==> config.mk <==
export PLATFORM = sky130hd
export DESIGN_NAME = lfu_cache_table_flat
export DESIGN_NICKNAME = d
export VERILOG_FILES = /design/src/rtl/lfu_pkg.sv /design/src/rtl/lfu_ifs.sv /design/src/rtl/lfu_entry_ram.sv /design/src/rtl/lfu_cache_table.sv /design/src/flat_wrapper.sv
export SDC_FILE = /design/constraint.sdc
export NUM_CORES = 2
export LEC_CHECK = 0
export BUFFER_PORTS_ARGS = -buffer_cell sky130_fd_sc_hd__clkbuf_2
export CORE_MARGIN = 1
export CORE_UTILIZATION = 38
export CTS_BUF_LIST = sky130_fd_sc_hd__clkbuf_16
export DETAILED_ROUTE_END_ITERATION = 8
export SLEW_MARGIN = 20
export SYNTH_ARGS = -nofsm -noshare
export SYNTH_HDL_FRONTEND = slang
export SYNTH_HIERARCHICAL = 1
export SYNTH_SLANG_ARGS = --single-unit
==> constraint.sdc <==
create_clock -name i_clk -period 12.27 [get_ports i_clk]
set_input_delay 1.8405 -clock i_clk [delete_from_list [all_inputs] [get_ports i_clk]]
set_output_delay 1.8405 -clock i_clk [all_outputs]
set_load 0.01 [all_outputs]
==> src/rtl/lfu_pkg.sv <==
// lfu_pkg: shared constants for the LFU cache table.
// Used by the channel interfaces, the entry RAM and the top level.
`timescale 1ns / 1ps

package lfu_pkg;

    // Default number of entries.
    localparam int CAPACITY_DEF = 16;

    // Payload widths.
    localparam int KEY_W = 32;
    localparam int VAL_W = 32;
    localparam int CNT_W = 32;
    localparam int CFG_W = 5;

    // Reset value of the capacity register.
    localparam logic [CFG_W-1:0] CAP_RESET = 5'd16;

    // Saturation point of a use count.
    localparam logic [CNT_W-1:0] CNT_MAX = {CNT_W{1'b1}};

    // Value returned by a get that misses.
    localparam logic [VAL_W-1:0] MISS_VALUE = {VAL_W{1'b1}};

    // Operation codes.
    localparam logic OP_GET = 1'b0;
    localparam logic OP_PUT = 1'b1;

endpackage

==> src/rtl/lfu_ifs.sv <==
// lfu_ifs: request and response channel interfaces of the LFU cache table.
// Depends on lfu_pkg for payload widths.
`timescale 1ns / 1ps

interface lfu_req_if;
    logic                              valid;
    logic                              ready;
    logic                              operation;
    logic signed [lfu_pkg::KEY_W-1:0]  lookup_key;
    logic signed [lfu_pkg::VAL_W-1:0]  store_value;

    modport source (output valid, operation, lookup_key, store_value, input ready);
    modport sink   (input valid, operation, lookup_key, store_value, output ready);
endinterface

interface lfu_rsp_if;
    logic                              valid;
    logic                              ready;
    logic                              key_found;
    logic signed [lfu_pkg::VAL_W-1:0]  read_value;
    logic                              did_evict;
    logic signed [lfu_pkg::KEY_W-1:0]  evicted_key;

    modport source (output valid, key_found, read_value, did_evict, evicted_key, input ready);
    modport sink   (input valid, key_found, read_value, did_evict, evicted_key, output ready);
endinterface

==> src/rtl/lfu_entry_ram.sv <==
// lfu_entry_ram: one-write one-read entry store with registered read data.
// Depends on lfu_pkg for the default depth; widths come from the instantiating module.
`timescale 1ns / 1ps

module lfu_entry_ram #(
    parameter int DEPTH = lfu_pkg::CAPACITY_DEF,
    parameter int AW    = 4,
    parameter int DW    = 100
) (
    input  logic          i_clk,
    input  logic          i_we,
    input  logic [AW-1:0] i_waddr,
    input  logic [DW-1:0] i_wdata,
    input  logic [AW-1:0] i_raddr,
    output logic [DW-1:0] o_rdata
);

    logic [DW-1:0] r_mem [DEPTH];
    logic [DW-1:0] r_rdata;

    // Write port.
    always_ff @(posedge i_clk) begin
        if (i_we) begin
            r_mem[i_waddr] <= i_wdata;
        end
    end

    // Read port, registered read data.
    always_ff @(posedge i_clk) begin
        r_rdata <= r_mem[i_raddr];
    end

    assign o_rdata = r_rdata;

endmodule

==> src/rtl/lfu_cache_table.sv <==
// lfu_cache_table: LFU key-value cache with LRU tie break, entries in one RAM.
// Sequence: a get miss runs a lookup pass only, every other operation a lookup pass
// and then a rank update pass; one operation at a time, set by the single RAM read port
// that a lookup pass and a rank update pass each sweep once per entry.
// Reset: synchronous, active low; valid bits and occupancy clear at once, no clearing pass.
// Depends on lfu_pkg, lfu_ifs and lfu_entry_ram.
`timescale 1ns / 1ps

module lfu_cache_table #(
    parameter int CAPACITY = lfu_pkg::CAPACITY_DEF
) (
    input  logic                       i_clk,
    input  logic                       i_rst_n,
    input  logic                       i_cfg_we,
    input  logic [lfu_pkg::CFG_W-1:0]  i_cfg_wdata,
    lfu_req_if.sink                    i_req,
    lfu_rsp_if.source                  o_rsp
);

    localparam int AW = (CAPACITY > 1) ? $clog2(CAPACITY) : 1;
    localparam int CW = $clog2(CAPACITY + 1);
    localparam int RW = AW;
    localparam int EW = (CW > lfu_pkg::CFG_W) ? CW : lfu_pkg::CFG_W;
    localparam int KW = lfu_pkg::KEY_W;
    localparam int VW = lfu_pkg::VAL_W;
    localparam int NW = lfu_pkg::CNT_W;
    localparam int DW = KW + VW + NW + RW;
    localparam logic [AW-1:0] LAST_ADDR = AW'(CAPACITY - 1);
    localparam logic [CW-1:0] CNT_END   = CW'(CAPACITY);

    typedef enum logic [4:0] {
        S_IDLE = 5'b00001,
        S_SCAN = 5'b00010,
        S_DEC  = 5'b00100,
        S_UPD  = 5'b01000,
        S_DONE = 5'b10000
    } t_state;

    t_state             r_state;
    logic               r_op;
    logic [KW-1:0]      r_key;
    logic [VW-1:0]      r_val;
    logic [CW-1:0]      r_cnt;
    logic               r_pend;
    logic [AW-1:0]      r_paddr;
    logic [CAPACITY-1:0] r_valid;
    logic [CW-1:0]      r_filled;
    logic [lfu_pkg::CFG_W-1:0] r_cap;

    logic               r_found;
    logic [AW-1:0]      r_hit;
    logic [RW-1:0]      r_hrank;
    logic [VW-1:0]      r_hval;
    logic               r_have_v;
    logic [AW-1:0]      r_vic;
    logic [NW-1:0]      r_vcnt;
    logic [RW-1:0]      r_vrank;
    logic [KW-1:0]      r_vkey;
    logic               r_have_free;
    logic [AW-1:0]      r_free;
    logic               r_evict;
    logic [AW-1:0]      r_tgt;

    logic               r_ovalid;
    logic               r_ofound;
    logic [VW-1:0]      r_oval;
    logic               r_oevict;
    logic [KW-1:0]      r_okey;

    logic [DW-1:0]      rdata;
    logic [KW-1:0]      d_key;
    logic [VW-1:0]      d_val;
    logic [NW-1:0]      d_cnt;
    logic [RW-1:0]      d_rank;
    logic               d_valid;

    logic [EW-1:0]      cap_x;
    logic [EW-1:0]      eff_cap;
    logic               n_evict;
    logic [AW-1:0]      n_slot;
    logic               accept;
    logic               out_free;
    logic               issue;

    logic               ram_we;
    logic [DW-1:0]      ram_wdata;
    logic [RW-1:0]      n_rank;
    logic [NW-1:0]      n_count;
    logic [VW-1:0]      n_value;

    // Split the RAM word.
    assign d_key   = rdata[DW-1 -: KW];
    assign d_val   = rdata[DW-KW-1 -: VW];
    assign d_cnt   = rdata[NW+RW-1 -: NW];
    assign d_rank  = rdata[RW-1:0];
    assign d_valid = r_valid[r_paddr];

    assign accept   = i_req.valid && i_req.ready;
    assign out_free = !r_ovalid || o_rsp.ready;
    assign issue    = (r_state == S_SCAN || r_state == S_UPD) && (r_cnt != CNT_END);

    // Clamp the capacity register into 1 .. CAPACITY.
    always_comb begin
        cap_x = EW'(r_cap);
        if (cap_x == '0) begin
            eff_cap = EW'(1);
        end else if (cap_x > EW'(CAPACITY)) begin
            eff_cap = EW'(CAPACITY);
        end else begin
            eff_cap = cap_x;
        end
    end

    // Decide eviction and the insert slot from the scan results.
    always_comb begin
        n_evict = (r_op == lfu_pkg::OP_PUT) && !r_found &&
                  (EW'(r_filled) >= eff_cap) && (r_filled != '0) && r_have_v;
        if (n_evict) begin
            n_slot = (r_have_free && r_free < r_vic) ? r_free : r_vic;
        end else begin
            n_slot = r_free;
        end
    end

    // Build the write-back word for the entry under update.
    always_comb begin
        n_count   = (d_cnt == lfu_pkg::CNT_MAX) ? d_cnt : d_cnt + NW'(1);
        n_value   = (r_op == lfu_pkg::OP_PUT) ? r_val : d_val;
        n_rank    = d_rank;
        ram_we    = 1'b0;
        ram_wdata = rdata;
        if (r_state == S_UPD && r_pend) begin
            if (r_paddr == r_tgt) begin
                ram_we = 1'b1;
                if (r_found) begin
                    ram_wdata = {r_key, n_value, n_count, RW'(0)};
                end else begin
                    ram_wdata = {r_key, r_val, NW'(1), RW'(0)};
                end
            end else if (d_valid) begin
                ram_we = 1'b1;
                if (r_found) begin
                    n_rank = (d_rank < r_hrank) ? d_rank + RW'(1) : d_rank;
                end else if (r_evict && d_rank > r_vrank) begin
                    n_rank = d_rank;
                end else begin
                    n_rank = d_rank + RW'(1);
                end
                ram_wdata = {d_key, d_val, d_cnt, n_rank};
            end
        end
    end

    lfu_entry_ram #(
        .DEPTH (CAPACITY),
        .AW    (AW),
        .DW    (DW)
    ) u_ram (
        .i_clk   (i_clk),
        .i_we    (ram_we),
        .i_waddr (r_paddr),
        .i_wdata (ram_wdata),
        .i_raddr (r_cnt[AW-1:0]),
        .o_rdata (rdata)
    );

    // Capacity register.
    always_ff @(posedge i_clk) begin
        if (!i_rst_n) begin
            r_cap <= lfu_pkg::CAP_RESET;
        end else if (i_cfg_we) begin
            r_cap <= i_cfg_wdata;
        end
    end

    // Sequencer, sweep counter and valid bits.
    always_ff @(posedge i_clk) begin
        if (!i_rst_n) begin
            r_state  <= S_IDLE;
            r_cnt    <= '0;
            r_pend   <= 1'b0;
            r_valid  <= '0;
            r_filled <= '0;
        end else begin
            // Advance the sweep one entry a beat.
            if (issue) begin
                r_cnt   <= r_cnt + CW'(1);
                r_paddr <= r_cnt[AW-1:0];
                r_pend  <= 1'b1;
            end else begin
                r_pend  <= 1'b0;
            end
            case (r_state)
                S_IDLE: begin
                    if (accept) begin
                        r_state <= S_SCAN;
                        r_cnt   <= '0;
                        r_pend  <= 1'b0;
                    end
                end
                S_SCAN: begin
                    if (r_pend && r_paddr == LAST_ADDR) begin
                        r_state <= S_DEC;
                    end
                end
                S_DEC: begin
                    r_cnt  <= '0;
                    r_pend <= 1'b0;
                    if (r_op == lfu_pkg::OP_GET && !r_found) begin
                        r_state <= S_DONE;
                    end else begin
                        r_state <= S_UPD;
                    end
                    if (r_op == lfu_pkg::OP_PUT && !r_found) begin
                        if (n_evict) begin
                            r_valid[r_vic] <= 1'b0;
                        end else begin
                            r_filled <= r_filled + CW'(1);
                        end
                        r_valid[n_slot] <= 1'b1;
                    end
                end
                S_UPD: begin
                    if (r_pend && r_paddr == LAST_ADDR) begin
                        r_state <= S_DONE;
                    end
                end
                S_DONE: begin
                    if (out_free) begin
                        r_state <= S_IDLE;
                    end
                end
                default: begin
                    r_state <= S_IDLE;
                end
            endcase
        end
    end

    // Capture the request and track hit, victim and free slot during the scan.
    always_ff @(posedge i_clk) begin
        if (accept) begin
            r_op        <= i_req.operation;
            r_key       <= i_req.lookup_key;
            r_val       <= i_req.store_value;
            r_found     <= 1'b0;
            r_have_v    <= 1'b0;
            r_have_free <= 1'b0;
            r_evict     <= 1'b0;
        end else if (r_state == S_SCAN && r_pend) begin
            if (d_valid && d_key == r_key && !r_found) begin
                r_found <= 1'b1;
                r_hit   <= r_paddr;
                r_hrank <= d_rank;
                r_hval  <= d_val;
            end
            if (d_valid && (!r_have_v || d_cnt < r_vcnt ||
                            (d_cnt == r_vcnt && d_rank > r_vrank))) begin
                r_have_v <= 1'b1;
                r_vic    <= r_paddr;
                r_vcnt   <= d_cnt;
                r_vrank  <= d_rank;
                r_vkey   <= d_key;
            end
            if (!d_valid && !r_have_free) begin
                r_have_free <= 1'b1;
                r_free      <= r_paddr;
            end
        end else if (r_state == S_DEC) begin
            r_evict <= n_evict;
            r_tgt   <= r_found ? r_hit : n_slot;
        end
    end

    // Output register: load the result beat, drop valid once taken.
    always_ff @(posedge i_clk) begin
        if (!i_rst_n) begin
            r_ovalid <= 1'b0;
        end else if (r_state == S_DONE && out_free) begin
            r_ovalid <= 1'b1;
        end else if (o_rsp.ready) begin
            r_ovalid <= 1'b0;
        end
    end

    always_ff @(posedge i_clk) begin
        if (r_state == S_DONE && out_free) begin
            r_ofound <= r_found;
            if (r_op == lfu_pkg::OP_GET) begin
                r_oval <= r_found ? r_hval : lfu_pkg::MISS_VALUE;
            end else begin
                r_oval <= '0;
            end
            r_oevict <= r_evict;
            r_okey   <= r_evict ? r_vkey : '0;
        end
    end

    assign i_req.ready       = (r_state == S_IDLE);
    assign o_rsp.valid       = r_ovalid;
    assign o_rsp.key_found   = r_ofound;
    assign o_rsp.read_value  = r_oval;
    assign o_rsp.did_evict   = r_oevict;
    assign o_rsp.evicted_key = r_okey;

    // Occupancy always matches the number of valid entries.
    a_filled_count: assert property (@(posedge i_clk) disable iff (!i_rst_n)
        $countones(r_valid) == int'(r_filled))
        else $error("occupancy differs from valid bit count");

    // Occupancy never exceeds the table size.
    a_filled_max: assert property (@(posedge i_clk) disable iff (!i_rst_n)
        int'(r_filled) <= CAPACITY)
        else $error("occupancy above capacity");

    // An accepted request starts a lookup pass.
    a_accept_scan: assert property (@(posedge i_clk) disable iff (!i_rst_n)
        accept |=> (r_state == S_SCAN && r_cnt == '0))
        else $error("accepted request did not start a scan");

    // Occupancy changes only on a put that misses and does not evict.
    a_filled_stable: assert property (@(posedge i_clk) disable iff (!i_rst_n)
        (r_state != S_DEC) |=> $stable(r_filled))
        else $error("occupancy changed outside the decision step");

endmodule
==> src/flat_wrapper.sv <==
// flat-port wrapper written by rule: the top's interface ports become plain ports
module lfu_cache_table_flat 
#(
    parameter int CAPACITY = lfu_pkg::CAPACITY_DEF
)
  (i_clk, i_rst_n, i_cfg_we, i_cfg_wdata, i_req_valid, i_req_operation, i_req_lookup_key, i_req_store_value, i_req_ready, o_rsp_valid, o_rsp_key_found, o_rsp_read_value, o_rsp_did_evict, o_rsp_evicted_key, o_rsp_ready);
  lfu_req_if i_req_i ();
  lfu_rsp_if o_rsp_i ();
  input  logic i_clk;
  input  logic i_rst_n;
  input  logic i_cfg_we;
  input  logic [lfu_pkg::CFG_W-1:0] i_cfg_wdata;
  input wire logic [$bits(i_req_i.valid)-1:0] i_req_valid;
  input wire logic [$bits(i_req_i.operation)-1:0] i_req_operation;
  input wire logic [$bits(i_req_i.lookup_key)-1:0] i_req_lookup_key;
  input wire logic [$bits(i_req_i.store_value)-1:0] i_req_store_value;
  output wire logic [$bits(i_req_i.ready)-1:0] i_req_ready;
  output wire logic [$bits(o_rsp_i.valid)-1:0] o_rsp_valid;
  output wire logic [$bits(o_rsp_i.key_found)-1:0] o_rsp_key_found;
  output wire logic [$bits(o_rsp_i.read_value)-1:0] o_rsp_read_value;
  output wire logic [$bits(o_rsp_i.did_evict)-1:0] o_rsp_did_evict;
  output wire logic [$bits(o_rsp_i.evicted_key)-1:0] o_rsp_evicted_key;
  input wire logic [$bits(o_rsp_i.ready)-1:0] o_rsp_ready;
  assign i_req_i.valid = i_req_valid;
  assign i_req_i.operation = i_req_operation;
  assign i_req_i.lookup_key = i_req_lookup_key;
  assign i_req_i.store_value = i_req_store_value;
  assign i_req_ready = i_req_i.ready;
  assign o_rsp_valid = o_rsp_i.valid;
  assign o_rsp_key_found = o_rsp_i.key_found;
  assign o_rsp_read_value = o_rsp_i.read_value;
  assign o_rsp_did_evict = o_rsp_i.did_evict;
  assign o_rsp_evicted_key = o_rsp_i.evicted_key;
  assign o_rsp_i.ready = o_rsp_ready;
  lfu_cache_table #(.CAPACITY(CAPACITY)) u_core (.i_clk(i_clk), .i_rst_n(i_rst_n), .i_cfg_we(i_cfg_we), .i_cfg_wdata(i_cfg_wdata), .i_req(i_req_i), .o_rsp(o_rsp_i));
endmodule
==> summary.txt <==
Crit path cell chain: mux4_2 -> mux4_2 -> nor2_1 -> nor2_1 -> nand3_1 -> nor2_4 -> buf_4 -> buf_4
Max-Cap Viols: 0
Unrepaired setup endpoints after global routing: no
Min-Delay Path Class: flip-flop to flip-flop
Inst Count DP: 6423
Final slew viol count: 0
Endpoint class of the critical path: flip-flop
Syn Nets: 3874
Final Cell Area: 86410 um2
Worst-Margin Slew: 1.103 ns
Multi-input combinational cell area: 16290 um2
Seq/Total Area, Yosys: 0.7716
Outcome: complete, no violations
Power Density: 166.0 nW/um2
Top cells by count, synth: edfxtp_1, mux4_2, nand2_1, a22oi_1, dfxtp_1
FFs w/ async S/R, synth: 0
Die Y: 448.9 um
VDD IR-drop max: 132.3 uV
Wire length of the first global-routing pass: 257700 um
Buffers on Ports: 142
Die ar.: 201500 um2
Most common cell in the synthesized netlist: edfxtp_1
Clk sink count: 1997
# IOs: 143
Fmax: 0.1967 GHz
H-tree levels: 4
Smallest hold slack: 0.4255 ns
GRT Total Usage: 0.1712
Ranking of synthesized cells by area: edfxtp_1, mux4_2, dfxtp_1
Post-Synthesis Mean Instance Area: 20.26 um2
Grt ovf: 0
Placed cell areas: 79810 um2
Crit start category: flip-flop
CP Max Fanout: 42
Drt total wl: 173400 um
Vias in the first global route: 37.62k
Total CTS buffers: 197
Crit Path Category: flip-flop to flip-flop
Leak Pwr: 27.43 nW
Setup violations, final: 0
Period utilisation layout: 0.4143
Clock Tree Root: clkbuf_16
Hpwl dp: 92050 um
Synth top area share: 0.7341
Row cnt: 163
CTS resizes: 0
Synthesis-stage register bit count: 1997
Drt wl/cell: 25.51 um
Final #Nets: 4111
Top Family by Delay on Critical Path: buffers and inverters
Largest net degree at the start of global routing: 110
Initial DRC Count: 3470
Bufs and invs on worst path: 2
FF+latch area: 58560 um2
Layout area overhead: 13.88%
DRT antenna net count: 0
Ys flop type: edfxtp_1
Die X: 448.9 um
Number of remaining DRC errors: 0
Setup TNS: 0 ns
CTS clk-pin slew, worst paths: 0.06 ns
Hold Violations, Final: 0
Critical Path RT: 12.67 ns
Max stage delay on crit path: 0.84 ns
Fraction of layout instances using a drive strength above 1: 0.2368
Antenna violations before repair: 7
Worst clock skew: 0.07603 ns
Vias: 37.03k
Final worst path period need: 5.083 ns
Syn Inst Count: 3746
Post-Syn Area: 75880 um2
Yosys top cell by area: edfxtp_1
Drt pass-1 iters: 6
# Post-CTS Setup Buffers: 0
Final Non-Filler Cells: 6797
Via-to-Cell Ratio: 5.448
Clock Path Buffers: 3
Post-synth EDFFs: 1855
Unique masters post-synth: 76
Post-CTS Hold Fix Bufs: 0
Clk_lat worst skew: 0.85 ns
CORE AREA: 197800 um2
Arrival time worst endpoint: 5.48 ns
Total power: 14.34 mW
Slowest CP cell: edfxtp_1
CTS tree: yes
GP Congestion: 0.7714
Initial Utilization: 0.3836
Yosys warning count: 6
Fill count: 16.92k
Slew margin rel.: 0.2646
## logic make-up (layout without fill, tap and decap cells)
kind of cell	Yosys count	count (layout)	share of synthesized area
compound gates	419	419	0.03918
xor+xnor	50	50	0.005771
simple gates	498	498	0.03125
fa+ha+maj	53	53	0.008739
other cells	0	2	0
flops	1997	1997	0.7716
mux	448	448	0.1265
buf+inv	281	690	0.01703
## area by class of cell
| cell class | count | area share |
|---|---|---|
| diodes | 2 | 0.00005792 |
| flip-flops and latches | 1997 | 0.6777 |
| multi-input cells | 1468 | 0.1885 |
| clock inverters | 172 | 0.01771 |
| repair buffers | 224 | 0.01602 |
| inverters | 95 | 0.004156 |
| well taps | 2640 | 0.03823 |
| clock buffers | 199 | 0.05763 |
## registers in the layout (all words and copies together), names as in the netlist, 32 cells and up
register / flops
u_core/r_vcnt: 32
u_core/r_hval: 32
u_core/r_key: 32
u_core/u_ram/r_mem: 1600
u_core/o_rsp.read_value: 32
u_core/r_vkey: 32
u_core/u_ram/o_rdata: 100
u_core/r_val: 32
u_core/o_rsp.evicted_key: 32
## per-layer routing
metal  vias up  share of wire  global-route usage
li1      15870              -                   -
met1     19800           0.45              0.2481
met2      1148           0.48              0.2704
met3       207          0.055             0.02709
met4         0          0.018             0.04261
met5         -              0                   0
## per-stage QoR
stage | util | worst slack (ns)
floorplan | - | 2.856
global placement | 0.4034 | 7.265
detailed placement | 0.4034 | 7.206
CTS | 0.4363 | 7.112
global route | 0.4368 | 6.898
finish | 0.4368 | 7.187
## final timing paths
| kind | from | to | slack [ns] | depth (start not counted) |
|---|---|---|---|---|
| worst max-delay path | u_core/r_paddr[0] | u_core/u_ram/r_mem[15][21] | 7.19 | 8 |
| worst max register to register | u_core/r_paddr[0] | u_core/u_ram/r_mem[15][21] | 7.19 | 8 |
| worst min register to register | u_core/u_ram/o_rdata[42] | u_core/r_hval[6] | 0.43 | 0 |
| worst min-delay path | u_core/u_ram/o_rdata[42] | u_core/r_hval[6] | 0.43 | 0 |
## cells in the final DEF (no fill, tap or decap), types with 7 or more instances in the layout
master	synthesis	routed
o21ai_0	40	38
o311ai_1	7	7
mux4_2	405	405
nor2b_1	10	7
o311ai_0	25	25
clkbuf_16	0	199
and3_1	17	17
edfxtp_1	1855	1855
a21o_1	9	9
clkbuf_2	0	142
nand3b_1	8	8
inv_1	95	143
clkinv_1	0	43
mux2i_1	8	8
clkinv_2	0	34
and2_1	38	37
nor3_1	19	14
nor2_1	69	54
nand2_1	230	229
a31oi_1	12	11
ha_1	53	53
buf_4	41	78
bufinv_16	0	22
a22oi_1	200	200
nand4_1	27	27
mux2_2	28	28
xor2_1	25	25
mux2_1	7	7
nor2_4	0	14
xnor2_1	25	25
nand2b_1	9	9
a21oi_1	62	58
nand3_1	36	36
dfxtp_1	142	139
## where the power goes
group          switching [mW]  internal, mW
Sequential             0.0960          7.57
Clock                    2.57          3.43
Combinational           0.408         0.266
(Power assumes the default switching activity.)
